--- src/sv/icmp_chk_pkg.sv ---
// Shared types, codes and helper functions of the ICMP message checker.
`default_nettype none

package icmp_chk_pkg;

   // Result status codes
   typedef enum logic [1:0] {
      ST_OK      = 2'd0,
      ST_UNSUP   = 2'd1,
      ST_BAD_SUM = 2'd2,
      ST_SHORT   = 2'd3
   } status_type;

   // ICMP type codes that the checker accepts
   localparam logic [7:0] ICMP_ECHO_REPLY     = 8'd0;
   localparam logic [7:0] ICMP_DEST_UNREACH   = 8'd3;
   localparam logic [7:0] ICMP_QUENCH         = 8'd4;
   localparam logic [7:0] ICMP_REROUTE        = 8'd5;
   localparam logic [7:0] ICMP_ECHO_REQUEST   = 8'd8;
   localparam logic [7:0] ICMP_TTL_EXPIRED    = 8'd11;
   localparam logic [7:0] ICMP_PARAM_PROBLEM  = 8'd12;
   localparam logic [7:0] ICMP_TSTAMP_REQ     = 8'd13;
   localparam logic [7:0] ICMP_TSTAMP_REPLY   = 8'd14;
   localparam logic [7:0] ICMP_INFO_REQUEST   = 8'd15;
   localparam logic [7:0] ICMP_INFO_REPLY     = 8'd16;

   // Byte positions within the header
   localparam int unsigned POS_W = 4;
   localparam logic [POS_W-1:0] POS_TYPE    = 4'd0;
   localparam logic [POS_W-1:0] POS_CODE    = 4'd1;
   localparam logic [POS_W-1:0] POS_CSUM_HI = 4'd2;
   localparam logic [POS_W-1:0] POS_CSUM_LO = 4'd3;
   localparam logic [POS_W-1:0] POS_ID_HI   = 4'd4;
   localparam logic [POS_W-1:0] POS_ID_LO   = 4'd5;
   localparam logic [POS_W-1:0] POS_SEQ_HI  = 4'd6;
   localparam logic [POS_W-1:0] POS_SEQ_LO  = 4'd7;
   localparam logic [POS_W-1:0] POS_SAT     = 4'd8;

   localparam logic [15:0] SUM_ALL_ONES = 16'hFFFF;

   // One result item
   typedef struct packed {
      logic [7:0]  msg_type;
      logic [7:0]  msg_code;
      logic [15:0] stored_checksum;
      logic [15:0] echo_ident;
      logic [15:0] echo_seq;
      status_type  status;
   } result_type;

   // Ones' complement add with end-around carry
   function automatic logic [15:0] oc_add(input logic [15:0] a, input logic [15:0] b);
      logic [16:0] s;
      s = {1'b0, a} + {1'b0, b};
      return s[15:0] + {15'd0, s[16]};
   endfunction

   function automatic logic type_supported(input logic [7:0] t);
      logic ok;
      case (t) inside
         ICMP_ECHO_REPLY, ICMP_DEST_UNREACH, ICMP_QUENCH, ICMP_REROUTE,
         ICMP_ECHO_REQUEST, ICMP_TTL_EXPIRED, ICMP_PARAM_PROBLEM,
         ICMP_TSTAMP_REQ, ICMP_TSTAMP_REPLY, ICMP_INFO_REQUEST,
         ICMP_INFO_REPLY: ok = 1'b1;
         default:         ok = 1'b0;
      endcase
      return ok;
   endfunction

endpackage

`default_nettype wire

--- src/sv/icmp_chk_if.sv ---
// Valid/ready channel interfaces for message bytes and check results.
`default_nettype none

interface icmp_chk_req_if;
   logic       valid;
   logic       ready;
   logic [7:0] data_byte;
   logic       last_byte;

   modport source (output valid, output data_byte, output last_byte, input ready);
   modport sink   (input valid, input data_byte, input last_byte, output ready);
endinterface

interface icmp_chk_rsp_if;
   logic        valid;
   logic        ready;
   logic [7:0]  msg_type;
   logic [7:0]  msg_code;
   logic [15:0] stored_checksum;
   logic [15:0] echo_ident;
   logic [15:0] echo_seq;
   logic [1:0]  status;

   modport source (output valid, output msg_type, output msg_code,
                   output stored_checksum, output echo_ident, output echo_seq,
                   output status, input ready);
   modport sink   (input valid, input msg_type, input msg_code,
                   input stored_checksum, input echo_ident, input echo_seq,
                   input status, output ready);
endinterface

`default_nettype wire

--- src/sv/icmp_chk_parse.sv ---
// Per-byte header capture and running ones' complement sum of one message.
`default_nettype none

module icmp_chk_parse (
   input  wire logic               clock,
   input  wire logic               reset,
   input  wire logic               take,
   input  wire logic [7:0]         data_byte,
   input  wire logic               last_byte,
   output      logic               done,
   output      icmp_chk_pkg::result_type result
);
   import icmp_chk_pkg::*;

   logic [POS_W-1:0] pos_ff, pos_in;
   logic             pending_ff, pending_in;
   logic [7:0]       held_ff, held_in;
   logic [15:0]      sum_ff, sum_in;
   logic [7:0]       type_ff, type_in;
   logic [7:0]       code_ff, code_in;
   logic [15:0]      csum_ff, csum_in;
   logic [15:0]      ident_ff, ident_in;
   logic [15:0]      seq_ff, seq_in;
   logic [15:0]      word;
   logic [15:0]      sum_add;
   logic             is_echo;

   // Capture header fields by byte position
   always_comb begin
      type_in  = type_ff;
      code_in  = code_ff;
      csum_in  = csum_ff;
      ident_in = ident_ff;
      seq_in   = seq_ff;
      unique case (pos_ff)
         POS_TYPE:    type_in  = data_byte;
         POS_CODE:    code_in  = data_byte;
         POS_CSUM_HI: csum_in  = {data_byte, 8'd0};
         POS_CSUM_LO: csum_in  = {csum_ff[15:8], data_byte};
         POS_ID_HI:   ident_in = {data_byte, 8'd0};
         POS_ID_LO:   ident_in = {ident_ff[15:8], data_byte};
         POS_SEQ_HI:  seq_in   = {data_byte, 8'd0};
         POS_SEQ_LO:  seq_in   = {seq_ff[15:8], data_byte};
         default: ;
      endcase
   end

   // Form the next word: a completed pair, or the last byte padded with zero
   assign word    = pending_ff ? {held_ff, data_byte} : {data_byte, 8'd0};
   assign sum_add = oc_add(sum_ff, word);

   // Advance position, pairing and sum
   always_comb begin
      pos_in     = (pos_ff < POS_SAT) ? pos_ff + 1'b1 : pos_ff;
      pending_in = ~pending_ff;
      held_in    = pending_ff ? 8'd0 : data_byte;
      sum_in     = (pending_ff || last_byte) ? sum_add : sum_ff;
   end

   // Build the result of a closing byte
   assign is_echo = (type_in == ICMP_ECHO_REPLY) || (type_in == ICMP_ECHO_REQUEST);
   assign done    = take & last_byte;

   always_comb begin
      result.msg_type        = type_in;
      result.msg_code        = code_in;
      result.stored_checksum = csum_in;
      result.echo_ident      = 16'd0;
      result.echo_seq        = 16'd0;
      if (pos_ff < POS_CSUM_LO) begin
         result.status = ST_SHORT;
      end else if (!type_supported(type_in)) begin
         result.status = ST_UNSUP;
      end else begin
         if (is_echo) begin
            result.echo_ident = ident_in;
            result.echo_seq   = seq_in;
         end
         result.status = (sum_add == SUM_ALL_ONES) ? ST_OK : ST_BAD_SUM;
      end
   end

   // Hold state; clear it at reset and after each closing byte
   always_ff @(posedge clock) begin
      if (reset || done) begin
         pos_ff     <= POS_TYPE;
         pending_ff <= 1'b0;
         held_ff    <= 8'd0;
         sum_ff     <= 16'd0;
         type_ff    <= 8'd0;
         code_ff    <= 8'd0;
         csum_ff    <= 16'd0;
         ident_ff   <= 16'd0;
         seq_ff     <= 16'd0;
      end else if (take) begin
         pos_ff     <= pos_in;
         pending_ff <= pending_in;
         held_ff    <= held_in;
         sum_ff     <= sum_in;
         type_ff    <= type_in;
         code_ff    <= code_in;
         csum_ff    <= csum_in;
         ident_ff   <= ident_in;
         seq_ff     <= seq_in;
      end
   end

   // Position never passes saturation, and pairing follows its low bit
   assert property (@(posedge clock) disable iff (reset) pos_ff <= POS_SAT)
      else $error("byte position beyond saturation");
   assert property (@(posedge clock) disable iff (reset)
                    (pos_ff < POS_SAT) |-> (pending_ff == pos_ff[0]))
      else $error("odd byte flag out of step with byte position");
   assert property (@(posedge clock) disable iff (reset)
                    done |=> (pos_ff == POS_TYPE && !pending_ff && sum_ff == 16'd0))
      else $error("state not cleared after closing byte");

endmodule

`default_nettype wire

--- src/sv/icmp_message_checker_core.sv ---
// Top level of the ICMP message checker: byte intake, parser and result buffer.
//
// Usage:
//   req_chan carries one message byte per item (data_byte, last_byte); the first
//   byte of a message is the ICMP type. rsp_chan carries one result item per
//   message, made when the item with last_byte set is taken.
//   Throughput is one byte per cycle while req_chan.ready is high; each byte
//   pair, or a padded last byte, is folded into the ones' complement sum in
//   the cycle its final byte is taken, by one 16-bit add with end-around carry.
//   Each result is registered in the result register, or in the skid entry if that register is full and not taken.
//   The result register is backed by one skid entry, so bytes keep flowing
//   while a result waits. If the receiver stalls and a second result lands in
//   the skid entry, req_chan.ready drops until the result register drains.
//   Status: 0 ok, 1 unsupported type, 2 checksum bad, 3 too short.
//   Reset (synchronous, active high) clears the message state and drops both
//   buffered results; req_chan.ready is high the cycle after reset.
`default_nettype none

module icmp_message_checker_core (
   input  wire logic   clock,
   input  wire logic   reset,
   icmp_chk_req_if.sink   req_chan,
   icmp_chk_rsp_if.source rsp_chan
);
   import icmp_chk_pkg::*;

   logic       take;
   logic       done;
   result_type new_result;
   result_type out_ff;
   result_type skid_ff;
   logic       out_valid_ff;
   logic       skid_valid_ff;
   logic       pop;

   assign req_chan.ready = ~skid_valid_ff;
   assign take           = req_chan.valid & req_chan.ready;
   assign pop            = out_valid_ff & rsp_chan.ready;

   icmp_chk_parse u_parse (
      .clock     (clock),
      .reset     (reset),
      .take      (take),
      .data_byte (req_chan.data_byte),
      .last_byte (req_chan.last_byte),
      .done      (done),
      .result    (new_result)
   );

   // Advance the result register and the skid entry
   always_ff @(posedge clock) begin
      if (reset) begin
         out_valid_ff  <= 1'b0;
         skid_valid_ff <= 1'b0;
      end else if (!out_valid_ff || pop) begin
         if (skid_valid_ff) begin
            out_ff        <= skid_ff;
            out_valid_ff  <= 1'b1;
            skid_valid_ff <= 1'b0;
         end else if (done) begin
            out_ff       <= new_result;
            out_valid_ff <= 1'b1;
         end else begin
            out_valid_ff <= 1'b0;
         end
      end else if (done) begin
         skid_ff       <= new_result;
         skid_valid_ff <= 1'b1;
      end
   end

   assign rsp_chan.valid           = out_valid_ff;
   assign rsp_chan.msg_type        = out_ff.msg_type;
   assign rsp_chan.msg_code        = out_ff.msg_code;
   assign rsp_chan.stored_checksum = out_ff.stored_checksum;
   assign rsp_chan.echo_ident      = out_ff.echo_ident;
   assign rsp_chan.echo_seq        = out_ff.echo_seq;
   assign rsp_chan.status          = out_ff.status;

   // Skid entry is only used behind a full result register
   assert property (@(posedge clock) disable iff (reset) skid_valid_ff |-> out_valid_ff)
      else $error("skid entry holds an item while result register is empty");
   assert property (@(posedge clock) disable iff (reset)
                    (done && out_valid_ff && !rsp_chan.ready) |=> skid_valid_ff)
      else $error("result dropped while receiver stalls");
   assert property (@(posedge clock) disable iff (reset)
                    (out_valid_ff && !rsp_chan.ready) |=> (out_valid_ff && $stable(out_ff)))
      else $error("result changed while receiver stalls");

endmodule

`default_nettype wire
--- src/flat_wrapper.sv ---
// flat-port wrapper written by rule: the top's interface ports become plain ports
module icmp_message_checker_core_flat import icmp_chk_pkg::*;
  (clock, reset, req_chan_valid, req_chan_data_byte, req_chan_last_byte, req_chan_ready, rsp_chan_valid, rsp_chan_msg_type, rsp_chan_msg_code, rsp_chan_stored_checksum, rsp_chan_echo_ident, rsp_chan_echo_seq, rsp_chan_status, rsp_chan_ready);
  icmp_chk_req_if req_chan_i ();
  icmp_chk_rsp_if rsp_chan_i ();
  input  wire logic clock;
  input  wire logic reset;
  input wire logic [$bits(req_chan_i.valid)-1:0] req_chan_valid;
  input wire logic [$bits(req_chan_i.data_byte)-1:0] req_chan_data_byte;
  input wire logic [$bits(req_chan_i.last_byte)-1:0] req_chan_last_byte;
  output wire logic [$bits(req_chan_i.ready)-1:0] req_chan_ready;
  output wire logic [$bits(rsp_chan_i.valid)-1:0] rsp_chan_valid;
  output wire logic [$bits(rsp_chan_i.msg_type)-1:0] rsp_chan_msg_type;
  output wire logic [$bits(rsp_chan_i.msg_code)-1:0] rsp_chan_msg_code;
  output wire logic [$bits(rsp_chan_i.stored_checksum)-1:0] rsp_chan_stored_checksum;
  output wire logic [$bits(rsp_chan_i.echo_ident)-1:0] rsp_chan_echo_ident;
  output wire logic [$bits(rsp_chan_i.echo_seq)-1:0] rsp_chan_echo_seq;
  output wire logic [$bits(rsp_chan_i.status)-1:0] rsp_chan_status;
  input wire logic [$bits(rsp_chan_i.ready)-1:0] rsp_chan_ready;
  assign req_chan_i.valid = req_chan_valid;
  assign req_chan_i.data_byte = req_chan_data_byte;
  assign req_chan_i.last_byte = req_chan_last_byte;
  assign req_chan_ready = req_chan_i.ready;
  assign rsp_chan_valid = rsp_chan_i.valid;
  assign rsp_chan_msg_type = rsp_chan_i.msg_type;
  assign rsp_chan_msg_code = rsp_chan_i.msg_code;
  assign rsp_chan_stored_checksum = rsp_chan_i.stored_checksum;
  assign rsp_chan_echo_ident = rsp_chan_i.echo_ident;
  assign rsp_chan_echo_seq = rsp_chan_i.echo_seq;
  assign rsp_chan_status = rsp_chan_i.status;
  assign rsp_chan_i.ready = rsp_chan_ready;
  icmp_message_checker_core u_core (.clock(clock), .reset(reset), .req_chan(req_chan_i), .rsp_chan(rsp_chan_i));
endmodule
--- config.mk ---
export PLATFORM = sky130hd
export DESIGN_NAME = icmp_message_checker_core_flat
export DESIGN_NICKNAME = d
export VERILOG_FILES = /design/src/sv/icmp_chk_pkg.sv /design/src/sv/icmp_chk_if.sv /design/src/sv/icmp_chk_parse.sv /design/src/sv/icmp_message_checker_core.sv /design/src/flat_wrapper.sv
export SDC_FILE = /design/constraint.sdc
export NUM_CORES = 1
export LEC_CHECK = 0
export BUFFER_PORTS_ARGS = -buffer_cell sky130_fd_sc_hd__clkbuf_2
export CORE_MARGIN = 2
export CORE_UTILIZATION = 60
export DETAILED_ROUTE_END_ITERATION = 6
export GPL_ROUTABILITY_DRIVEN = 0
export GPL_TIMING_DRIVEN = 0
export PLACE_DENSITY_LB_ADDON = 0.2
export RECOVER_POWER = 50
export SYNTH_ARGS = -nofsm -noshare
export SYNTH_HDL_FRONTEND = slang
export SYNTH_HIERARCHICAL = 1
export SYNTH_SLANG_ARGS = --single-unit
--- constraint.sdc ---
create_clock -name clock -period 9 [get_ports clock]
set_input_delay 0.9 -clock clock [delete_from_list [all_inputs] [get_ports clock]]
set_output_delay 0.9 -clock clock [all_outputs]
set_load 0.01 [all_outputs]
Word-level counts from Yosys, hierarchy flattened

Cells that the tools add are included.

Flip-flop bits (word level): 227
Output and inout port bits: 68
Word-level logic and storage cells: 86

$add $sub $neg: 3
Magnitude comparators: 2
Eq/ne operators: 18
Muxes and demuxes: 19
Bitwise logic cells: 7
Reductions and logical operators: 14

Operators with widths:

| operator                                             | number |
|---|---|
| 2-to-1 mux 66 bit                                    | 2 |
| 2-to-1 mux 32 bit                                    | 3 |
| case mux 16 bit (2 select lines)                     | 3 |
| equality test 8 x 4 -> 1 bit (second input constant) | 6 |
| 2-to-1 mux 8 bit                                     | 3 |
| adder 16 x 16 -> 17 bit                              | 1 |
| adder 16 x 1 -> 16 bit                               | 1 |
| equality test 16 bit (second input constant)         | 1 |
| equality test 4 x 3 -> 1 bit (second input constant) | 4 |
| equality test 8 x 3 -> 1 bit (second input constant) | 2 |
| 2-to-1 mux 16 bit                                    | 1 |
| OR reduction 11 bit                                  | 1 |
| equality test 4 x 2 -> 1 bit (second input constant) | 2 |
| equality test 8 x 2 -> 1 bit (second input constant) | 1 |
| equality test 8 x 5 -> 1 bit (second input constant) | 1 |
| logical NOT 8 bit                                    | 1 |
| 2-to-1 mux 2 bit                                     | 3 |
| AND reduction 3 bit                                  | 2 |
| adder 4 x 1 -> 4 bit (second input constant)         | 1 |
| equality test 4 x 1 -> 1 bit (second input constant) | 1 |
| logical NOT 4 bit                                    | 1 |
| logical OR 1 bit                                     | 4 |
| < comparator 4 x 2 -> 1 bit (second input constant)  | 1 |
| < comparator 4 bit (second input constant)           | 1 |
| 7 further kinds                                      | 16 |

Logic depth before layout (Yosys ltp)

Gate-level depths: netlist of run 1.

Depth in word-level cells: 10
Gate-level depth with buffers: 21
Gate-level depth less buffers: 19

Cells and area by module

The synthesis of run 1 kept the hierarchy.

Modules (own cells, without submodules):

| module                    | times used | cells an instance | area an instance (um^2) |
|---|---|---|---|
| icmp_chk_parse            | 1          | 683               | 5734.2 |
| icmp_message_checker_core | 1          | 217               | 4880.9 |

Worst setup path before layout of run 1

OpenSTA, ideal clock, no wires.

Path kind: in2reg
Start: input req_chan_valid
End: register u_core/skid_ff[0] in the netlist's numbering, enable pin
Library setup time: 0.586 ns
Data arrival time: 6.054 ns
Required time: 8.414 ns
Slack: 2.360 ns
Stages on the path: 3
Buffers on the path: 0
Cell sequence: nor2b_1 and2_1 nor3b_1

Cells in the longest elaborated chain, start to end: 3

Ends and longest elaborated chain:

| what                                 | RTL line                        | RTL |
|---|---|---|
| from (decl)                          | flat_wrapper.sv:8               | `input wire logic [$bits(req_chan_i.valid)-1:0] req_chan_valid;` |
| AND 1 bit                            | icmp_message_checker_core.sv:37 | `assign take = req_chan.valid & req_chan.ready;` |
| AND 1 bit                            | icmp_chk_parse.sv:62            | `assign done = take & last_byte;` |
| named net u_core.done                | icmp_message_checker_core.sv:28 | `logic done;` |
| AND reduction 3 bit (no source line) | n/a                             |  |
| to (signal assigned)                 | icmp_message_checker_core.sv:67 | `skid_ff <= new_result;` |
| to (decl)                            | icmp_message_checker_core.sv:31 | `result_type skid_ff;` |

The timed path passes the listed nets, and every way through them passes these cells.
A chain may end at the register's enable or synchronous reset.

==> run summary, run 1 <==
Layout Nets - 1053
cts bufs inserted - 24
Die Y - 137.0 µm
ys async rst share - 0%
Clk Latency, worst-skew pair - 0.52 ns
metal1 wirelength - 10570 µm
Ys Warns - 6
DRT antenna net count - 0
Post-Syn Area - 10620 µm²
Starting Density - 61.37%
# DRC - 0
CTS tree - yes
Max Cap Viol - 1
H-Tree Depth - 1
Port Buffers - 80
clock-pin slew on the worst setup and hold paths - 0.06 ns
Logic pwr share - 8.5%
first-pass GRT wire length - 38340 µm
Seq/Total Area, Yosys - 55.26%
Startpoint Class - input pin
drt wl/cell - 19.68 µm
final wirelength - 24780 µm
CP Class - in -> reg
Core Util, Final - 69.92%
clk root buf - clkbuf_16
clock skew - 0.02565 ns
RSZ-0062 raised after global routing - no
most frequent cells in the layout - edfxtp_1 (132), nor2_1 (130), clkbuf_1 (124)
Post-synth EDFFs - 132
pwr/cell area - 196.0 nW/µm²
peak supply drop - 0.0001685 V
Site Rows - 48
Post-DP Area - 11430 µm²
violated checks - capacitance limit, slew limit
worst endpoint data arrival time - 5.83 ns
Int Pwr - 0.001829 W
detailed-route via count - 7593
Mapped Cells - 900
Slew @ Worst Pin - 1.794 ns
fin crit share - 61.94%
Mapped Avg Cell Area - 11.79 µm²
top routing layer in use - met4
initial antenna violation count - 0
PostCTS Resize Cnt - 0
num ports - 81
CORE AREA - 17300 µm²
Pleak - 4.241 nW
number of distinct library cells after synthesis - 69
Main synth FF type - edfxtp_1
fin area - 12090 µm²
clock power share - 44.2%
Detailed Place HPWL - 16480 µm
Synth Register Bits - 227
Max Freq - 179.4 MHz
die width - 137.0 µm
Vias/cell - 6.031
# hold bufs at CTS - 0
switching pwr - 0.0005422 W
Worst EP required - 9.25 ns
Tmin final - 5.575 ns
Congestion Overflow GR - 0
Worst slew margin - -19.87%
Clock Tree Buf Depth - 3
largest net degree at the start of global routing - 16
Final Hold Vio Count - 0
count of final max-slew check failures - 11
# Post-CTS Setup Buffers - 0
TritonCTS Sinks - 227
DIE AREA - 18770 µm²
diodes inserted - 0
most common cell after layout, fill and taps aside - edfxtp_1
syn nets - 937
Area Overhead vs Synth - 13.93%
metal3 WL - 1585 µm
DRT Pass-1 Iters - 6
Worst setup EP type - flop
share of cells above drive strength 1 - 14.51%
DR iter-0 viols - 536
DR WL met2 - 11940 µm
share of power burned in registers - 47.3%
status - complete, but fails checks
Sw Share - 22.87%
CP max FO - 10
Final setup viols - 0
Worst Hold Class - reg -> reg
vias in the first global route - 7161
global-route usage over all layers - 26.22%
-- through the flow --
stage	std cells	setup WS, ns	TNS, ns	hold WS, ns	total power, W
floorplan	900	2.360	0	0.4362	0.001290
global placement	1205	-0.2103	-13.65	0.4465	0.001343
detailed placement	1215	2.924	0	0.4538	0.001348
CTS	1259	3.423	0	0.4642	0.002388
global route	1259	3.042	0	0.4901	0.002440
finish	1259	3.425	0	0.4634	0.002371
-- power by group through the flow --
stage / combinational (W) / sequential (W) / clock [W]
floorplan: 0.000142 / 0.00115 / 0
global placement: 0.000198 / 0.00115 / 0
detailed placement: 0.000204 / 0.00114 / 0
CTS: 0.000206 / 0.00112 / 0.00106
global route: 0.000217 / 0.00112 / 0.00110
finish: 0.000201 / 0.00112 / 0.00105
-- Yosys cell counts, types with 9 or more instances --
master | count | area [µm²]
nor3_1 | 11 | 55.05
a22o_1 | 16 | 140.1
a21oi_1 | 24 | 120.1
a211oi_1 | 14 | 105.1
mux2_2 | 76 | 855.8
xor2_1 | 9 | 78.83
nor2b_1 | 10 | 62.56
xnor2_1 | 10 | 87.58
nand3_1 | 10 | 50.05
inv_1 | 13 | 48.80
nand3b_1 | 11 | 82.58
ha_1 | 23 | 287.8
a22oi_1 | 64 | 480.5
nand2b_1 | 18 | 112.6
and2_1 | 18 | 112.6
o21ai_0 | 11 | 55.05
nor2_1 | 130 | 488.0
edfxtp_1 | 132 | 3964
clkbuf_1 | 44 | 165.2
nand2_1 | 27 | 101.4
mux2i_1 | 32 | 320.3
dfxtp_1 | 95 | 1902
-- cells by family (layout without fill, tap and decap cells) --
kind of cell               after synthesis  count (layout)  share of synthesized area [%]
and+or+nand+nor                        276             276                          13.47
DFF                                    227             227                          55.26
AOI/OAI and AO/OA                      165             165                          11.61
muxes                                  115             115                          12.07
buffers and inverters                   72             206                          2.817
adders and majority gates               24              24                          2.900
xor gates and xnor gates                21              21                          1.874
-- sequential cells by signal, summed over array words and instances (netlist names), 4 cells and up --
| register | count |
|---|---|
| u_core/u_parse/csum_ff | 16 |
| u_core/u_parse/seq_ff | 16 |
| u_core/rsp_chan.echo_seq | 16 |
| u_core/rsp_chan.msg_code | 8 |
| u_core/rsp_chan.stored_checksum | 16 |
| u_core/u_parse/ident_ff | 16 |
| u_core/rsp_chan.msg_type | 8 |
| u_core/u_parse/pos_ff | 4 |
| u_core/u_parse/code_ff | 8 |
| u_core/u_parse/held_ff | 8 |
| u_core/rsp_chan.echo_ident | 16 |
| u_core/skid_ff | 66 |
| u_core/u_parse/type_ff | 8 |
| u_core/u_parse/sum_ff | 16 |
-- metal layers --
metal / track usage (%) / vias to the layer above
li1: - / 3572
met1: 35.14 / 3725
met2: 43.86 / 241
met3: 4.074 / 55
met4: 8.247 / 0
met5: 0 / -
-- worst max-delay path, stage by stage --
cell,delay [ns]
clkbuf_2,0.20
clkbuf_1,0.57
and2_1,0.22
ha_1,0.21
fa_1,0.23
a211o_1,0.22
a21oi_1,0.14
o32ai_1,0.53
o41ai_2,0.14
nor2b_1,0.13
o21ai_0,0.09
nand2b_1,0.12
ha_1,0.26
ha_1,0.29
nand2_1,0.17
nor4_4,0.42
and3_1,0.23
o21ai_1,0.06
a32oi_1,0.21
a31oi_1,0.19
mux2_2,0.29
-- layout make-up --
class                   count  area (µm²)
multi-input cells         601        4424
well taps                 225       281.5
repair buffers             90       401.6
flip-flops and latches    227        5866
plain buffers              59       227.7
clock inverters            11       170.2
clock buffers              33       674.4
fillers                  1281        5202
inverters                  13       48.80
-- final timing paths --
path,slack [ns],endpoint,cells past startpoint,startpoint
worst min-delay path,0.46,u_core/u_parse/sum_ff[10],2,u_core/u_parse/sum_ff[10]
worst min register to register,0.46,u_core/u_parse/sum_ff[10],2,u_core/u_parse/sum_ff[10]
worst max-delay path,3.43,u_core/rsp_chan.status[1],21,req_chan_data_byte[0]
worst max register to register,3.60,u_core/rsp_chan.status[1],21,u_core/u_parse/pending_ff
No activity file was read; power rests on OpenSTA's default activity.
==> run 2: changes to the inputs <==
--- a/config.mk
+++ b/config.mk
@@ -5,9 +5,10 @@
 export SDC_FILE = /design/constraint.sdc
 export NUM_CORES = 1
 export LEC_CHECK = 0
+export ABC_AREA = 1
 export BUFFER_PORTS_ARGS = -buffer_cell sky130_fd_sc_hd__clkbuf_2
 export CORE_MARGIN = 2
-export CORE_UTILIZATION = 60
+export CORE_UTILIZATION = 61
 export DETAILED_ROUTE_END_ITERATION = 6
 export GPL_ROUTABILITY_DRIVEN = 0
 export GPL_TIMING_DRIVEN = 0
==> constraint.sdc (replaced) <==
create_clock -name clock -period 5.3 [get_ports clock]
set_input_delay 0.53 -clock clock [delete_from_list [all_inputs] [get_ports clock]]
set_output_delay 0.53 -clock clock [all_outputs]
set_load 0.01 [all_outputs]
==> run 2 against run 1 <==
Net effect:
- the flow now finishes without violations
- via count up 22%
- die area up 5.6%
- sequential cell count unchanged
- sequential share of layout area down 2.2 points
- total power up 64%
- critical endpoint unchanged
- synthesized cell count up 53%
- critical path type is now reg -> reg
- count of clock-buffer cells in the layout down 2
- utilization down 1.5 points
- combinational power up 120%
==> run summary, run 2 <==
Largest register FFs - 66
DR iter-0 viols - 797
Worst EP required - 5.56 ns
clk root buf - clkbuf_16
Worst slew margin - 27.64%
Register Area - 5866 µm²
vias in the first global route - 8471
Die Y - 140.8 µm
Crit path max-delay family - simple AND/OR/NAND/NOR gates
CP max FO - 10
detailed-route via count - 9263
clock power share - 38.5%
final wirelength - 26260 µm
crit-path max cell delay - 0.51 ns
CORE AREA - 18520 µm²
Core Util, Final - 68.45%
Area Overhead vs Synth - 11.09%
Tmin final - 4.946 ns
# DRC - 0
status - finished clean
Mapped Avg Cell Area - 8.275 µm²
share of power burned in registers - 50.1%
Final setup viols - 0
DRT Pass-1 Iters - 7
clock skew - 0.01272 ns
TritonCTS Sinks - 227
Post-synth top cells - nand2_1 (376), inv_1 (236), edfxtp_1 (132)
Sw Share - 25.77%
Crit-path slowest cell - clkbuf_1
pwr/cell area - 306.8 nW/µm²
CTS tree - yes
most frequent cells in the layout - nand2_1 (378), inv_1 (239), edfxtp_1 (132)
area leader, netlist - edfxtp_1
critical path buffer and inverter count - 4
Clk Latency, worst-skew pair - 0.51 ns
Seq/Total Area, Yosys - 51.40%
Int Pwr - 0.002887 W
Mapped Cells - 1379
Pleak - 5.591 nW
cts bufs inserted - 23
global-route usage over all layers - 26.55%
DRT antenna net count - 0
most common cell after layout, fill and taps aside - nand2_1
syn nets - 1416
Synth Register Bits - 227
multi-input logic area - 4287 µm²
largest net degree at the start of global routing - 40
Area contributors post-synth - edfxtp_1 (35%), dfxtp_1 (17%), nand2_1 (12%)
Clock Tree Buf Depth - 3
num ports - 81
Worst setup EP type - flop
Worst Hold Class - in -> reg
clock-pin slew on the worst setup and hold paths - 0.07 ns
H-Tree Depth - 1
DIE AREA - 19820 µm²
top-area cell type share of the netlist area - 34.74%
PostCTS Resize Cnt - 0
Logic pwr share - 11.4%
RSZ-0062 raised after global routing - no
Ys Warns - 6
first-pass GRT wire length - 42430 µm
Port Buffers - 80
fin crit share - 93.31%
Post-synth EDFFs - 132
Post-Syn Area - 11410 µm²
worst endpoint data arrival time - 5.20 ns
diodes inserted - 0
Min Hold Slack - 0.3460 ns
switching pwr - 0.001002 W
Startpoint Class - flop
Site Rows - 50
initial antenna violation count - 0
Most flops, register - u_core/skid_ff
share of cells above drive strength 1 - 9.121%
Max Cap Viol - 0
Main synth FF type - edfxtp_1
Starting Density - 61.62%
Vias/cell - 5.336
ys async rst share - 0%
# Post-CTS Setup Buffers - 0
die width - 140.8 µm
# hold bufs at CTS - 0
number of distinct library cells after synthesis - 38
count of final max-slew check failures - 0
Layout Nets - 1523
Detailed Place HPWL - 18410 µm
CP Class - reg -> reg
cell seen most often among critical-path stages - nand2_1
most frequent cell after synthesis - nand2_1
Slew @ Worst Pin - 1.085 ns
drt wl/cell - 15.13 µm
peak supply drop - 0.0001909 V
Congestion Overflow GR - 0
Max Freq - 202.2 MHz
Fillers - 1547
Final Hold Vio Count - 0
==> run 2: cell count changes after synthesis, moves of 31 or more <==
cell,previous run,this run
a21oi_1,24,82
mux2_2,76,0
nand2_1,27,376
o21ai_0,11,101
nor2_1,130,61
nor2_4,0,31
a22oi_1,64,0
inv_1,13,236
nand3_1,10,49
mux2i_1,32,0
o22ai_1,1,48
==> run 2: logic make-up after synthesis <==
| family | count (synthesis) | share of synthesized area (%) |
|---|---|---|
| flip-flops | 227 | 51.40 |
| XOR/XNOR | 2 | 0.1535 |
| AND/OR/NAND/NOR | 575 | 23.32 |
| AO/OA/AOI/OAI | 249 | 11.73 |
| buffers and inverters | 302 | 10.69 |
| adder cells (fa/ha/maj) | 24 | 2.697 |
==> run 2: layout make-up <==
type                    count  area share (%)
repair buffers             82           2.813
plain buffers              51           1.935
multi-input cells         850           33.82
well taps                 234           2.310
inverters                 251           7.433
clock inverters            10          0.4837
clock buffers              31           4.935
flip-flops and latches    227           46.27
==> run 2: power groups by stage <==
stage               Combinational [W]  Sequential [W]  Clock, W
detailed placement           0.000449         0.00198         0
floorplan                    0.000313         0.00199         0
CTS                          0.000453         0.00195   0.00152
global route                 0.000497         0.00195   0.00159
global placement             0.000434         0.00199         0
finish                       0.000445         0.00195   0.00150
==> run 2: path summary, 6_finish.rpt <==
kind	slack [ns]	end	cells past startpoint	start
min reg2reg	0.47	u_core/u_parse/held_ff[6]	2	u_core/u_parse/held_ff[6]
min	0.35	u_core/u_parse/held_ff[6]	3	req_chan_data_byte[6]
max reg2reg	0.35	u_core/rsp_chan.status[1]	31	u_core/u_parse/pending_ff
max	0.35	u_core/rsp_chan.status[1]	31	u_core/u_parse/pending_ff
==> run 2: worst register-to-register path, delay by kind of cell, from the launching register on <==
kind	cells	cell delay, ns
AND/OR/NAND/NOR	20	1.98
adder cells (fa/ha/maj)	4	0.97
buffers and inverters	4	0.95
AO/OA/AOI/OAI	3	0.52
flip-flops	1	0.31
==> run 2: layer usage <==
layer	GRT usage [%]	vias up	wire (µm)
li1	-	4640	-
met1	36.81	4268	11340
met2	45.34	318	12680
met3	3.023	37	1794
met4	6.000	0	440
met5	0	-	0
==> run 2: per-stage QoR <==
stage	setup WS [ns]	TNS [ns]	total power (W)	std cells	cell area (µm²)
after floorplan	0.9927	0	0.002307	1379	11410
after global placement	-0.4977	-61.08	0.002420	1693	12100
after detailed placement	0.4895	0	0.002434	1695	12160
after CTS	0.4576	0	0.003921	1736	12850
after global routing	0.004932	0	0.004042	1736	12680
final	0.3544	0	0.003889	1736	12680
